## config.mk

```make
export PLATFORM = sky130hd
export DESIGN_NAME = tgdh_ctrl
export DESIGN_NICKNAME = d
export VERILOG_FILES = /design/src/rtl/tgdh_pkg.sv /design/src/rtl/tgdh_ctrl.sv
export SDC_FILE = /design/constraint.sdc
export NUM_CORES = 1
export LEC_CHECK = 0
export ABC_CLOCK_PERIOD_IN_PS = 1650
export BUFFER_PORTS_ARGS = -buffer_cell sky130_fd_sc_hd__clkbuf_2
export CORE_AREA = 2 2 39 41
export CTS_CLUSTER_DIAMETER = 150
export CTS_CLUSTER_SIZE = 12
export DETAILED_ROUTE_END_ITERATION = 7
export DIE_AREA = 0 0 41 43
export PLACE_DENSITY_LB_ADDON = 0.1
export SYNTH_ARGS = -nofsm -noshare
export SYNTH_HDL_FRONTEND = slang
export SYNTH_SLANG_ARGS = --single-unit
export TNS_END_PERCENT = 1
```

## constraint.sdc

```tcl
create_clock -name aclk -period 1.65 [get_ports aclk]
set_input_delay 0.2475 -clock aclk [delete_from_list [all_inputs] [get_ports aclk]]
set_output_delay 0.2475 -clock aclk [all_outputs]
set_load 0.01 [all_outputs]
```

## src/rtl/tgdh_pkg.sv

```systemverilog
// Shared constants, types and stream layout of the triangle grid histogram.
`timescale 1ns / 1ps
`default_nettype none

package tgdh_pkg;

    // Defaults of the top-level parameters.
    localparam int DEF_MAX_SUBDIV  = 16;
    localparam int DEF_NUM_SCALES  = 4;
    localparam int DEF_NUM_CLASSES = 8;
    localparam int DEF_COUNT_BITS  = 24;

    // Field widths of the stream items.
    localparam int SUBDIV_W     = 5;
    localparam int COORD_W      = 18;
    localparam int FRAC_BITS    = 16;
    localparam int SCALE_W      = 2;
    localparam int CLASS_W      = 3;
    localparam int READ_CELL_W  = 9;
    localparam int OUT_CELL_W   = 9;
    localparam int OUT_COUNT_W  = 24;

    localparam int S_TDATA_W = 56;
    localparam int M_TDATA_W = 40;

    localparam logic [SUBDIV_W-1:0] SUBDIV_RESET = 5'd8;

    // Request kinds carried in s_tuser.
    localparam logic REQ_BIN  = 1'b0;
    localparam logic REQ_READ = 1'b1;

    // Controller to datapath commands.
    typedef struct packed {
        logic load;
        logic mul;
        logic calc;
        logic addr;
        logic read;
        logic update;
        logic clr;
    } cmd_t;

    // Datapath to controller status.
    typedef struct packed {
        logic clr_last;
        logic out_free;
    } status_t;

endpackage : tgdh_pkg

`default_nettype wire

```

## src/rtl/tgdh_ctrl.sv

```systemverilog
// Sequencing state machine of the triangle grid histogram.
`timescale 1ns / 1ps
`default_nettype none

module tgdh_ctrl
    import tgdh_pkg::*;
(
    input  wire logic    aclk,
    input  wire logic    aresetn,
    input  wire logic    s_tvalid,
    output logic         s_tready,
    input  wire status_t status,
    output cmd_t         cmd
);

    typedef enum logic [6:0] {
        ST_CLEAR  = 7'b0000001,
        ST_IDLE   = 7'b0000010,
        ST_MUL    = 7'b0000100,
        ST_CELL   = 7'b0001000,
        ST_ADDR   = 7'b0010000,
        ST_READ   = 7'b0100000,
        ST_UPDATE = 7'b1000000
    } state_t;

    state_t state_reg, state_next;

    always_ff @(posedge aclk) begin
        if (!aresetn) begin
            state_reg <= ST_CLEAR;
        end else begin
            state_reg <= state_next;
        end
    end

    always_comb begin
        state_next = state_reg;
        cmd        = '0;
        s_tready   = 1'b0;
        case (state_reg)
            ST_CLEAR: begin
                cmd.clr = 1'b1;
                if (status.clr_last) begin
                    state_next = ST_IDLE;
                end
            end
            ST_IDLE: begin
                s_tready = 1'b1;
                if (s_tvalid) begin
                    cmd.load   = 1'b1;
                    state_next = ST_MUL;
                end
            end
            ST_MUL: begin
                cmd.mul    = 1'b1;
                state_next = ST_CELL;
            end
            ST_CELL: begin
                cmd.calc   = 1'b1;
                state_next = ST_ADDR;
            end
            ST_ADDR: begin
                cmd.addr   = 1'b1;
                state_next = ST_READ;
            end
            ST_READ: begin
                cmd.read   = 1'b1;
                state_next = ST_UPDATE;
            end
            ST_UPDATE: begin
                // Hold here until the output register can take the result.
                if (status.out_free) begin
                    cmd.update = 1'b1;
                    state_next = ST_IDLE;
                end
            end
            default: begin
                state_next = ST_CLEAR;
            end
        endcase
    end

endmodule : tgdh_ctrl

`default_nettype wire

```

==> results_dict.tcl <==
set metrics [dict create \
    core-area_sq_mm 0.00138 \
    overflow 0 \
    largest_reg_flops 7 \
    relSlewSlack_pct 79.2 \
    worst_slack_ps 84.0 \
    crit_path_max_incr_delay_ps 370 \
    clock-sinks 7 \
    routedWlPerCell_um 11.2 \
    antenna_found_initial 0 \
    pre_cts_slack_ps 245 \
    clk_pin_slew_ps 60 \
    clk_path_buf_depth 2 \
    nets 72 \
    dp.final_hpwl_um 680 \
    netlist_area_sq_um 424 \
    yosysTopAreaCell "dfxtp_1" \
    place_area_sq_um 504 \
    drc 0 \
    die-area_sq_mm 0.00176 \
    cts_tree "built" \
    critPathKind "flip-flop to primary output" \
    clock_latency_ps 250 \
    worstPathArrival_ps 1320 \
    gp_congestion 0.649 \
    mostFrequentLayoutCells "clkbuf_2, inv_1, nand2_1, and2_1, dfxtp_2" \
    ys_warn_count 0 \
    setup_viol 0 \
    worst-path-buf-inv 2 \
    endpoint_kind "primary output" \
    hold_viol 0 \
    crit_family "simple AND/OR/NAND/NOR gates" \
    synth_top_area_share_pct 33.0 \
    yosys-top-cells-area "dfxtp_1, and2_1, nor3b_2" \
    power.leakage_nw 0.274 \
    crit_path_top_delay_cell "dfxtp_4" \
    synth_seq_area_share_pct 33.0 \
    ir_worst_vdd_mv 0.793 \
    fmax_mhz 639 \
    skew_ps 4.49 \
    die_w_um 41 \
    slew_viol_final 0 \
    synth_area_per_cell_sq_um 8.84 \
    final_common_cell "clkbuf_2" \
    fin_crit_sh_pct 94.9 \
    drive_gt1_share_pct 48.5 \
    start_util_pct 30.7 \
    worst_slew_pin_slew_ps 311 \
    ys_ff_latch 7 \
    dr_total_vias 381 \
    synthesis.nets 53 \
    final.setup.tns_ps 0 \
    grt_max_degree 8 \
    io_buffers 12 \
    grt_pass1_wl_mm 1.32 \
    num_antenna_cells 0 \
    rsz0062_at_grt "true" \
    status "finished clean" \
    grt_pass1_vias 343 \
    path_cells "nor4_4 > nand3_1 > inv_1 > buf_2" \
    hold_buffers 0 \
    cap_violations 0 \
    p_per_area_mw_per_mm2 1360 \
    firstDrtPassIters 2 \
    htreeDepth 1 \
    num_io_pins 13 \
    required_ps 1400 \
    rows 14 \
    via_per_inst 4.65 \
    postSynthCellCount 48 \
    die_h_um 43 \
    syn_to_final_growth_pct 34.2 \
    globalRouteTotalUtil_pct 11.9 \
    totalPowerFinal_w 0.000775 \
    ant_nets 0 \
    cts_inserted_buffers 3 \
    timing.hold.ws_ps 261 \
    synth_cell_types 24 \
    wirelength_um 919 \
    drt_iter0_drc 2 \
    cp-start-kind "flip-flop" \
    cp_max_fo 5 \
    cts_root_buf "clkbuf_4" \
    finalCriticalPeriod_ps 1570 \
    hp-class "input pin to flip-flop" \
    design_area_sq_um 569 \
]
==> worst paths after layout <==
kind           startpoint           end  slack [ps]  cells after the start
min reg2reg  state_reg[4]  state_reg[0]         600                      2
max reg2reg  state_reg[5]  state_reg[2]         230                      5
min              s_tvalid  state_reg[1]         260                      3
max          state_reg[5]        cmd[3]          80                      4
==> cells in the mapped netlist <==
master,instances
nand2b_1,1
nor3b_2,2
dfxtp_1,7
nand3_1,3
inv_1,4
nor3_1,1
nand2_2,1
a31o_1,1
o21ai_2,1
nor3b_1,2
xor2_1,1
nor3_2,2
nor2_1,3
a21oi_1,2
nor4b_1,1
and2_1,4
o211ai_1,1
o31ai_1,1
buf_4,1
and3_1,2
nor4_4,1
nand2_1,4
nor4b_2,1
xnor2_1,1
==> cells by family (layout without fill, tap and decap cells) <==
logic type | count (synthesis) | count (layout) | synth area share [%]
flops | 7 | 7 | 33.0
xor+xnor | 2 | 2 | 4.13
simple gates | 28 | 28 | 47.5
compound gates | 6 | 6 | 10.0
buf+inv | 5 | 23 | 5.31
==> repair_timing <==
item                                    CTS  global route
pin swaps                                 1             5
resized for setup                         4             6
setup buffers                             2             0
endpoints found under the setup margin    5             8
==> report_power, final <==
| part | switching, W | total, W | leakage, nW | internal (W) |
|---|---|---|---|---|
| clock | 0.0000675 | 0.000160 | 0.0150 | 0.0000926 |
| sequential | 0.0000630 | 0.000267 | 0.0596 | 0.000204 |
| combinational | 0.000165 | 0.000348 | 0.199 | 0.000183 |
==> per-layer routing <==
metal / track usage (%) / share of wire [%] / vias to the layer above
met3: 4.71 / 3.6 / 0
met2: 16.6 / 49 / 5
met4: 10.0 / 0 / 0
met1: 13.5 / 47 / 172
met5: 0 / 0 / -
li1: - / - / 204
==> layout make-up <==
type	instances	area, sq um
clock buffers	4	26.3
fillers	149	815
inverters	4	15.0
multi-input cells	36	277
flip-flops and latches	7	149
well taps	16	20.0
repair buffers	15	82.6
==> worst reg2reg max path, delay by kind of cell (launching register included) <==
kind,cells,cell delay (ps)
AO/OA/AOI/OAI,1,140
AND/OR/NAND/NOR,2,560
flip-flops,1,370
buffers and inverters,2,260
==> metrics by stage <==
| step | std cells | utilization (%) |
|---|---|---|
| 2_1_floorplan | 48 | - |
| 6_report | 82 | 41.1 |
| 4_1_cts | 82 | 40.7 |
| 3_3_place_gp | 76 | 36.4 |
| 5_1_grt | 82 | 41.1 |
| 3_5_place_dp | 76 | 36.4 |
(Power assumes the default switching activity.)
